`src/rtl/fwe_ram.sv`:
```
// fwe_ram: generic single write port, single read port RAM with a
// registered read. No dependencies.
module fwe_ram #(
	parameter int WIDTH = 16,
	parameter int DEPTH = 128
) (
	input  logic                                         clk,
	input  logic                                         we,
	input  logic [((DEPTH > 1) ? $clog2(DEPTH) : 1)-1:0] waddr,
	input  logic [WIDTH-1:0]                             wdata,
	input  logic [((DEPTH > 1) ? $clog2(DEPTH) : 1)-1:0] raddr,
	output logic [WIDTH-1:0]                             rdata
);

	logic [WIDTH-1:0] mem [DEPTH];
	logic [WIDTH-1:0] rdata_q;

	always_ff @(posedge clk) begin
		if (we) begin
			mem[waddr] <= wdata;
		end
		rdata_q <= mem[raddr];
	end

	assign rdata = rdata_q;

endmodule

```
`config.mk`:
```
export PLATFORM = sky130hd
export DESIGN_NAME = fwe_ram
export DESIGN_NICKNAME = d
export VERILOG_FILES = /design/src/rtl/fwe_ram.sv
export SDC_FILE = /design/constraint.sdc
export NUM_CORES = 2
export LEC_CHECK = 0
export BUFFER_PORTS_ARGS = -buffer_cell sky130_fd_sc_hd__buf_4
export CORE_ASPECT_RATIO = 0.8
export CORE_MARGIN = 2
export CORE_UTILIZATION = 50
export CTS_CLUSTER_SIZE = 10
export DETAILED_ROUTE_END_ITERATION = 10
export PLACE_DENSITY = 0.76
export SLEW_MARGIN = 20
export SYNTH_ARGS = -nofsm -noshare
export SYNTH_HDL_FRONTEND = slang
export SYNTH_SLANG_ARGS = --single-unit
```
`constraint.sdc`:
```
create_clock -name clk -period 3.26 [get_ports clk]
set_input_delay 0.326 -clock clk [delete_from_list [all_inputs] [get_ports clk]]
set_output_delay 0.326 -clock clk [all_outputs]
set_load 0.01 [all_outputs]
```
Word level (Yosys, flattened, before mapping)
Memory sizes are Yosys's and may differ from the RTL's. A register that Yosys moved wholly into a read port is not among the register bits.
Cells that the tools add are included.
- multiplexer cells: 2
- operators by type and width (kind ; count):
    1-bit two-way mux ; 2
- register bits after elaboration: 0
- bits in writable memories: 2048
- input port bits: 32
- output and inout bits: 16
- logic and storage cells: 3
- memories: 1
- memories (name ; depth ; width ; rd ports ; clocked after memory_dff ; write ports ; RTL line ; source):
    mem ; 128 ; 16 ; 1 ; 1 ; 1 ; 15 ; logic [WIDTH-1:0] mem [DEPTH];

Logic depth before layout (Yosys ltp)
- word-level depth: 2
- depth in mapped cells: 7
- mapped depth without buffers: 4

Worst setup path before layout
OpenSTA, ideal clock, no wires.
- kind: input -> register
- from: input port raddr[0] (netlist name)
- to: register rdata_q[0], in the netlist rdata[0], read port of mem
- setup time: 0.121 ns
- arrival: 2.700 ns
- required time: 3.139 ns
- slack: 0.439 ns
- stages on the path: 6
- buffers on the path: 2
- path through: buf_2 buf_1 mux4_2 mux4_2 mux4_2 mux2_2
- RTL lines (what ; RTL line ; source):
    from (decl) ; 11 ; input logic [((DEPTH > 1) ? $clog2(DEPTH) : 1)-1:0] raddr,
    to (decl) ; 16 ; logic [WIDTH-1:0] rdata_q;

==> results.yml <==
synthesis:
  synth_most_common_cell: "edfxtp_1"
  ys_warn_count: 0
  synth_adder_area_share_pct: 0
  synth_ff_type: "edfxtp_1"
  synth_top_family_by_area: "multiplexers"
  yosysTopAreaCell: "edfxtp_1"
  synth_top_area_share_pct: 78.3
  synth-compound-area-share_pct: 0
  avgSynthCellArea_um2: 25.4
  muxShareOfSynthArea_pct: 19.5
  synth-xor-area-share_pct: 0
  netlist_instances: 3086
  synth_seq_area_share_pct: 78.7
  syn-num-nets: 3118
  synth_simple_gate_area_share_pct: 0.888
  netlist_top_cells_count: "2,048 x edfxtp_1, 672 x mux4_2, 122 x nor2_1"
  synth_cell_types: 17
  ys_ff_latch: 2064
  syn_area_um2: 78500
  synthArstFlopShare_pct: 0
  synth_edf_count: 2048
  yosys-top-cells-area: "edfxtp_1 78%, mux4_2 19%, nor2_1 0.58%, dfxtp_1 0.41%, clkbuf_1 0.39%"
critical_path:
  worst-r2r-setup-slack_ns: 0.67
  cp.required_ns: 3.98
  crit_path_start: "mem[87][13]"
  end_kind: "flip-flop"
  start_kind: "flip-flop"
  cp_max_fo: 2
  crit_end: "rdata[13]"
  reg2regPathDepth: 4
  cp.arrival_ns: 3.31
  reg2reg_to: "rdata[13]"
  rr_startpoint: "mem[87][13]"
  critPathKind: "flip-flop to flip-flop"
cts:
  clkTransAtPathRegs_ns: 0.06
  cts_max_level: 4
  cts_resized: 0
  root_buffer: "clkbuf_16"
  cts_tree: "built"
  max-clock-path-buffers: 3
  clk_latency_ns: 0.85
  numClockSinks: 2064
  cts_buffers: 224
placement:
  hpwl_um: 109000
  port_buffers: 47
  dp.cells: 5347
  finalWeightedCongestion: 0.840
run:
  maxCapViolations: 0
route:
  drtPass1Iterations: 5
  route.detailed.drc: 0
  vias: 36900
  antenna_left: 0
  wl_um: 198000
  drt-initial-drc-count: 5825
  via_per_inst: 6.50
  route.detailed.wl_per_inst_um: 34.9
sta:
  period_share_pct: 79.6
  fin_crit_ns: 2.59
  hold_viol: 0
  fin_skew_ns: 0.0302
  fmax_mhz: 385
  worst_pin_slew_ns: 1.05
  hold-worst-slack_ns: 0.0451
  drv_slew: 0
  max-slew-margin-rel_pct: 30.1
  fin_tns_setup_ns: 0
  grt_setup_unrepaired: "false"
  setup_viol: 0
pwr:
  p_leak_nw: 27.9
  ir_worst_vdd_mv: 0.576
  cellPowerDensity_nw_per_um2: 608
outcome:
  status: "completed"
floorplanning:
  die_h_um: 358
  row_count: 130
  die_area_um2: 160000
  core_area_um2: 156000
  die_w_um: 447
  io_pins: 48
  initial_core_util_pct: 50.2
hold_path:
  hold_path_class: "input pin to flip-flop"
final_layout:
  nets: 3497
  instances_no_fill: 5681
  area_growth_pct: 14.5
  final_layout_size_suffix_gt1_share_pct: 36.4
global_routing:
  first_global_vias: 37600
  grt_antenna_before_repair: 21
  gr-total-overflow: 0
  grt_max_degree: 129
  grt_usage_pct: 25.1
  grt_pass1_wl_um: 281000
==> registers in the layout (all words and copies together) (netlist names) <==
register / flops
mem: 2048
rdata: 16
==> timing repair <==
| action | 4_1_cts | 5_1_grt |
|---|---|---|
| endpoints found under the hold margin | 36 | 15 |
| setup buffers | 0 | 0 |
| hold buffers | 2 | 1 |
==> how the worst min path moves through the flow <==
stage	from	to	slack (ns)	cells past startpoint
6_report	wdata[13]	mem[32][13]	0.05	1
4_1_cts	wdata[13]	mem[32][13]	0.02	1
2_1_floorplan	wdata[0]	mem[0][0]	0.42	0
3_5_place_dp	rdata[12]	rdata[12]	0.76	1
3_3_place_gp	rdata[12]	rdata[12]	0.77	1
5_1_grt	wdata[13]	mem[32][13]	0.07	1
==> power by group <==
part / internal (mW) / switching (mW) / total, mW
Combinational: 1.21 / 1.68 / 2.89
Sequential: 29.3 / 0.0796 / 29.4
Clock: 12.7 / 9.72 / 22.4
Total: 43.2 / 11.5 / 54.7
==> worst max-delay path, stage by stage, from the launching register on <==
cell      delay, ns
edfxtp_1       0.40
mux4_2         0.52
mux4_2         0.62
mux4_2         0.63
mux2_2         0.30
==> routing by layer <==
metal,up-vias,GRT usage [%],wire length [µm]
li1,14200,-,-
met2,2647,39.3,95300
met3,316,7.70,25800
met5,-,0,29
met4,4,7.70,5100
met1,19800,34.3,71800
==> per-stage QoR <==
| stage | cell area, µm² | setup slack [ns] | total power [mW] | util, % |
|---|---|---|---|---|
| 3_3_place_gp | 83600 | 0.0172 | 32.7 | 53.4 |
| 2_1_floorplan | 78500 | 0.439 | 31.3 | - |
| 5_1_grt | 89900 | 0.654 | 56.0 | 57.4 |
| 3_5_place_dp | 83600 | 0.00482 | 32.8 | 53.4 |
| 4_1_cts | 89800 | 0.679 | 54.8 | 57.4 |
| 6_report | 89900 | 0.665 | 54.7 | 57.4 |
==> cell usage in the layout (no fill, tap or decap), drive strengths merged, types with 7 or more instances in the layout <==
master,instances
dfxtp,16
clkbuf,307
nor3,9
nand2,14
diode,10
mux2,16
edfxtp,2048
nand3,12
mux4,672
buf,314
nor2,122
nor2b,7
==> cells by family after synthesis <==
logic type,after synthesis
buffers and inverters,164
DFF,2064
and+or+nand+nor,170
muxes,688
==> final cells by class <==
type	count	area, µm²
clock inverter	13	179
timing repair buffer	317	3050
antenna	10	25.0
clock buffer	307	6000
tap	2112	2640
fill	10700	66600
sequential	2064	61800
multi-input combinational	858	16200
Note: power is estimated with default switching activity, not from simulation.
