<file path="config.mk">
export PLATFORM = sky130hd
export DESIGN_NAME = fwe_mac
export DESIGN_NICKNAME = d
export VERILOG_FILES = /design/src/rtl/fwe_pkg.sv /design/src/rtl/fwe_mac.sv
export SDC_FILE = /design/constraint.sdc
export NUM_CORES = 2
export LEC_CHECK = 0
export ABC_AREA = 1
export BUFFER_PORTS_ARGS = -buffer_cell sky130_fd_sc_hd__clkbuf_2
export CORE_AREA = 3 3 445 447
export DETAILED_ROUTE_END_ITERATION = 7
export DIE_AREA = 0 0 448 450
export PLACE_DENSITY = 0.48
export REMOVE_ABC_BUFFERS = 1
export SYNTH_ARGS = -nofsm -noshare
export SYNTH_HDL_FRONTEND = slang
export SYNTH_SLANG_ARGS = --single-unit
</file>
<file path="constraint.sdc">
create_clock -name clk -period 23.6 [get_ports clk]
set_clock_uncertainty 0.05 [all_clocks]
set_input_delay 7.08 -clock clk [delete_from_list [all_inputs] [get_ports clk]]
set_output_delay 7.08 -clock clk [all_outputs]
set_load 0.03 [all_outputs]
</file>
<file path="src/rtl/fwe_pkg.sv">
// fwe_pkg: beat types, request and register codes, and the shared MAC
// request type for the FIR plus windowed energy block. No dependencies.
package fwe_pkg;

	// operand width of the second multiplier stage
	localparam int MUL_W = 33;

	// request types
	localparam logic [1:0] REQ_SAMPLE = 2'd0;
	localparam logic [1:0] REQ_KERNEL = 2'd1;
	localparam logic [1:0] REQ_WINDOW = 2'd2;

	// configuration register indexes
	localparam logic [1:0] CFG_KERNEL_LENGTH = 2'd0;
	localparam logic [1:0] CFG_WINDOW_LENGTH = 2'd1;
	localparam logic [1:0] CFG_KERNEL_RECIP  = 2'd2;

	localparam logic [7:0]  KERNEL_LENGTH_RST = 8'd1;
	localparam logic [8:0]  WINDOW_LENGTH_RST = 9'd256;
	localparam logic [16:0] KERNEL_RECIP_RST  = 17'd65536;
	localparam logic [16:0] RECIP_MAX         = 17'd65536;

	// shared MAC operations
	localparam logic [1:0] OP_FIR      = 2'd0;
	localparam logic [1:0] OP_ENERGY   = 2'd1;
	localparam logic [1:0] OP_SCALE_LO = 2'd2;
	localparam logic [1:0] OP_SCALE_HI = 2'd3;

	typedef struct packed {
		logic [1:0]         req_type;
		logic signed [15:0] sample_value;
		logic               first_of_stream;
		logic [7:0]         tap_index;
		logic signed [15:0] tap_value;
	} in_item_t;

	typedef struct packed {
		logic [39:0] energy_value;
		logic [31:0] energy_index;
	} out_item_t;

	typedef struct packed {
		logic                    valid;
		logic [1:0]              op;
		logic signed [15:0]      x;
		logic signed [15:0]      y;
		logic signed [MUL_W-1:0] a;
		logic signed [MUL_W-1:0] b;
	} mac_req_t;

endpackage

</file>
<file path="src/rtl/fwe_mac.sv">
// fwe_mac: shared two-stage multiplier with accumulators for the FIR sum,
// the reciprocal scaling and the energy sum. Depends on fwe_pkg.
module fwe_mac #(
	parameter int ACC_W = 40,
	parameter int SCL_W = 58
) (
	input  logic                    clk,
	input  logic                    arst_n,
	input  fwe_pkg::mac_req_t       req,
	input  logic                    clr,
	output logic                    busy,
	output logic signed [ACC_W-1:0] fir_acc,
	output logic signed [SCL_W-1:0] scl_acc,
	output logic [39:0]             en_acc
);
	import fwe_pkg::*;

	logic                      v_s1, v_s2;
	logic [1:0]                op_s1, op_s2;
	logic signed [31:0]        p_next, p_s1;
	logic signed [MUL_W-1:0]   a_s1, b_s1, ma, mb;
	logic signed [2*MUL_W-1:0] q_next, q_s2;
	logic [61:0]               sq_rnd;
	logic [31:0]               en_term;
	logic signed [SCL_W-1:0]   scl_term;
	logic signed [ACC_W-1:0]   fir_acc_q;
	logic signed [SCL_W-1:0]   scl_acc_q;
	logic [39:0]               en_acc_q;

	assign p_next = $signed(req.x) * $signed(req.y);

	// stage two operands: square for energy, pass-through for FIR taps, a and b for scaling
	always_comb begin
		unique case (op_s1) inside
			OP_FIR: begin
				ma = MUL_W'(p_s1);
				mb = {{(MUL_W-1){1'b0}}, 1'b1};
			end
			OP_ENERGY: begin
				ma = MUL_W'(p_s1);
				mb = MUL_W'(p_s1);
			end
			OP_SCALE_LO, OP_SCALE_HI: begin
				ma = a_s1;
				mb = b_s1;
			end
		endcase
	end

	assign q_next = ma * mb;

	always_ff @(posedge clk or negedge arst_n) begin
		if (!arst_n) begin
			v_s1  <= 1'b0;
			v_s2  <= 1'b0;
			op_s1 <= OP_FIR;
			op_s2 <= OP_FIR;
		end else begin
			v_s1  <= req.valid;
			v_s2  <= v_s1;
			op_s1 <= req.op;
			op_s2 <= op_s1;
		end
	end

	always_ff @(posedge clk) begin
		p_s1 <= p_next;
		a_s1 <= req.a;
		b_s1 <= req.b;
		q_s2 <= q_next;
	end

	// squared product rounded to Q2.30
	assign sq_rnd  = q_s2[61:0] + 62'(2**29);
	assign en_term = sq_rnd[61:30];

	always_comb begin
		if (op_s2 == OP_SCALE_HI) begin
			scl_term = $signed({q_s2[SCL_W-33:0], 32'b0});
		end else begin
			scl_term = $signed(q_s2[SCL_W-1:0]);
		end
	end

	always_ff @(posedge clk) begin
		if (clr) begin
			fir_acc_q <= '0;
			scl_acc_q <= '0;
			en_acc_q  <= '0;
		end else if (v_s2) begin
			unique case (op_s2) inside
				OP_FIR:                   fir_acc_q <= fir_acc_q + $signed(q_s2[ACC_W-1:0]);
				OP_ENERGY:                en_acc_q  <= en_acc_q + {8'b0, en_term};
				OP_SCALE_LO, OP_SCALE_HI: scl_acc_q <= scl_acc_q + scl_term;
			endcase
		end
	end

	assign busy    = v_s1 | v_s2;
	assign fir_acc = fir_acc_q;
	assign scl_acc = scl_acc_q;
	assign en_acc  = en_acc_q;

endmodule

</file>
Word level (Yosys, flattened, before mapping):

Cells that the tools add are included.
W data, S select, Z words.

* add/sub/neg operators: 4
* multipliers: 2
* div/mod/pow operators: 0
* order comparisons: 0
* equality and inequality tests: 6
* shift-type cells: 0
* muxes and demuxes: 3
* bitwise operators: 1
* reductions and logical operators: 8

Operators by type and width (number)
* $pmux W33 S3: 1
* $pmux W33 S2: 1
* $add A62 B30 Y62 const B: 1
* $mul A33 B33 Y62: 1
* $add A58 B58 Y58: 1
* $mux W58: 1
* $add A40 B32 Y40: 1
* $add A40 B40 Y40: 1
* $mul A16 B16 Y32: 1
* $eq A2 B2 Y1 const B: 4
* $reduce_and A2 Y1: 3
* $reduce_or A2 Y1: 3
* $eq A2 B1 Y1 const B: 2
* $logic_not A2 Y1: 2
* $or A1 B1 Y1: 1

* bits in registers: 304
* bits in latches: 0
* memory bits (writable): 0
* bits in read-only memories: 0
* output and inout port bits: 139
* word-level logic and storage cells: 35
* memories kept: 0

Depth between registers and ports, before layout:

* word-level depth: 4
* gate-level depth with buffers: 37

Least setup slack after synthesis:

OpenSTA, ideal clock, no wires.

* kind: input port to flip-flop
* start: in req[67] in the netlist's numbering
* end: reg p_s1[27]
* library setup time: 0.112 ns
* arrival: 12.180 ns
* data required time: 23.438 ns
* path slack: 11.258 ns
* stages: 24
* path through: clkbuf_1 > clkbuf_1 > nand2_1 > fa_1 > inv_1 > fa_1 > inv_1 > fa_1 > inv_1 > fa_1 > inv_1 > fa_1 > inv_1 > fa_1 > ha_1 > a21oi_1 > o21ai_0 > a21oi_1 > nand3_1 > a21o_1 > nand3_1 > nand2_1 > nand2_1 > nand2_1

* word-level cells in the longest chain between the ends: 1

RTL lines
* start: declaration: RTL line fwe_mac.sv:9 `input fwe_pkg::mac_req_t req,`
* $mul A16 B16 Y32: RTL line fwe_mac.sv:30 `assign p_next = $signed(req.x) * $signed(req.y);`
* net p_next[27]: RTL line fwe_mac.sv:20 `logic signed [31:0] p_next, p_s1;`
* end signal: assignment: RTL line fwe_mac.sv:67 `p_s1 <= p_next;`
* end: declaration: RTL line fwe_mac.sv:20

The timed path passes the listed nets, and every way through them passes these cells.
A chain may end at the register's enable or synchronous reset.

Worst setup path in the final report:

* start: in req[67] in the netlist's numbering
* end: reg p_s1[26]

The elaborated chain is that of the path after synthesis.

==> metrics <==
cells after synthesis 8956; placed cells 11.5k; Vias/cell 4.96; initial DRC count 3944; CP top delay family adder cells; worst slew pin tran 1200 ps; vias 57.7k; worst setup slack after layout 11320 ps; status completed; layout cell share with drive strength beyond 1 5.97%; I/O pin count 243; H-tree Lvls 2; Avg Cell Area, Syn 7.57 sq um; detailed-route wire length 267000 um; Setup Slack @ Placement 10730 ps; post-layout util 37.7%; register area share after synthesis 9.02%; Antenna Nets Post-Route 0; initial antenna violation count 2; Critical-path top delay cell fa_1; YS warnings 0; data arrival time of the worst path 12770 ps; Critical Path Start Type primary input; clock buffer depth 3; gr ovfl total 0; number of synthesized register bits 304; Final Hold Fails 0; IO Port Bufs 242; largest net degree at the start of global routing 69; CTS Root Cell clkbuf_16; Slew HR 19.8%; die width 448 um; worst min path class reg -> reg; CP Class in -> reg; area leader, netlist fa_1; core box area 195000 sq um; cell area after synthesis 67800 sq um; CTS Buf Count 45; WL/cell 23.0 um; MaxCap Viol Count 0; CTS tree done; Crit path largest cell delay 690 ps; P&R area growth vs syn 8.05%; initial core utilization 34.9%; Final setup viols 0; synth top area cells fa_1 (40%), inv_1 (12%), nand2_1 (9.9%), dfxtp_1 (8.8%), ha_1 (7.7%); clk sinks 304; CP Capture Type register; RSZ-0062 raised after global routing no; max frequency 0.0814 GHz; final layout net count 10.9k; Synth Flop Type dfxtp_1; Rows 162; Critical Path RT 24090 ps; Max FO, Critical Path 16; Yosys top cell area share 40.3%; clock-pin slew on the worst setup and hold paths 60 ps; cts-stage hold buffer count 0; Tcrit/Tclk final 52.0%; routability congestion estimate 0.973; DR pass1 iterations 7; Async S/R FF share, synth 1.97%; distinct cell type count after synthesis 60; crit path cell chain clkbuf_2, nand2_1, inv_1, fa_1, inv_1, fa_1, fa_1, fa_1, fa_1, inv_1, fa_1, ha_1, a21oi_1, o21ai_0, a21oi_1, nand3_1, a21o_1, nand2_1, nand2_1, nand2_1, nand2_1; total die area 202000 sq um; Clock Latency Late Sink 680 ps; fin cells 11.6k; Die Y 450 um; most instantiated cells after synthesis inv_1 (2145), nand2_1 (1793), fa_1 (1365); Post-synth EDFFs 0; number of remaining DRC errors 0; fin. max-slew vios 0; overall routing resource usage 26.6%; Resize count post-CTS 0; setup bufs post-CTS 0; cell mode on critical path fa_1; count leader, synth inv_1; setup TNS 0 ps; minimum clock period 12280 ps; Buf+Inv Stages, Crit Path 4; first-pass GRT wire length 397000 um; vias in the first global route 61.1k; Final HPWL DP 217000 um
-- worst paths after layout --
| check | start | to | slack, ps | cells after the start |
|---|---|---|---|---|
| worst max-delay path | req[67] | p_s1[26] | 11320 | 21 |
| worst min-delay path | v_s1 | v_s2 | 320 | 0 |
| worst max register to register | op_s1[1] | q_s2[54] | 13010 | 25 |
| worst min register to register | v_s1 | v_s2 | 320 | 0 |
| max in group asynchronous | arst_n | op_s1[1] | 17060 | 1 |
| min in group asynchronous | arst_n | v_s1 | 6220 | 1 |
-- state kept, by name, summed over array words and instances, names as in the netlist --
register	count
a_s1	33
b_s1	33
en_acc	40
fir_acc	40
op_s1	2
op_s2	2
p_s1	32
q_s2	62
scl_acc	58
v_s1	1
v_s2	1
-- through the flow --
| stage | instance area [sq um] | hold slack (ps) |
|---|---|---|
| global placement | 71800 | 302 |
| floorplan | 66600 | 296 |
| detailed placement | 71800 | 308 |
| finish | 73300 | 316 |
| CTS | 73300 | 320 |
| global route | 73300 | 329 |
-- worst register-to-register path: cells and delay by family, from the launching register on --
kind / cells / cell delay (ps)
adders and majority gates: 9 / 5760
buffers and inverters: 8 / 2190
and+or+nand+nor: 6 / 1440
DFF: 1 / 710
AOI/OAI and AO/OA: 1 / 230
xor gates and xnor gates: 1 / 140
-- per-layer routing --
metal,track usage (%),wire length [um]
met2,43.1,122000
met1,34.8,113000
met5,0,13
met3,5.38,19400
met4,10.7,13000
-- cell families (layout without fill, tap and decap cells) --
family / count (synthesis) / count (layout) / synth area share, %
AND/OR/NAND/NOR: 3462 / 3462 / 20.4
buffers and inverters: 2462 / 2596 / 13.9
adder cells (fa/ha/maj): 1784 / 1784 / 48.0
AO/OA/AOI/OAI: 768 / 768 / 6.37
flip-flops: 304 / 304 / 9.02
XOR/XNOR: 176 / 176 / 2.27
other: 0 / 2 / 0
-- placed cells by master, fill, tap and decap left out, types with 12 or more instances in the layout --
master	n
inv_2	43
o21bai_1	41
ha_1	419
clkbuf_16	45
buf_4	79
xnor2_1	48
dfxtp_1	298
nor2_1	1243
a21oi_1	291
a31oi_1	28
clkbuf_2	241
fa_1	1365
a21o_1	23
o21ai_4	12
o21ai_0	281
nand2_1	1789
inv_1	2145
nor4_1	16
o21ai_2	20
o21ai_1	12
nand4_1	55
xor2_1	128
o211ai_1	15
nand3_1	236
or2_2	17
nor3_1	46
-- cell type report --
class                           count  area [sq um]
Antenna cell                        2          5.00
Clock buffer                       56          1190
Clock inverter                     27           340
Fill cell                       20700        121000
Inverter                         2193          8230
Multi-Input combinational cell   6190         52400
Sequential cell                   304          6120
Tap cell                         2542          3180
Timing Repair Buffer              320          1800
Power is left out: the tool's default activity adds up to more than one toggle a clock period on the data nets, which glitch-free logic cannot reach.
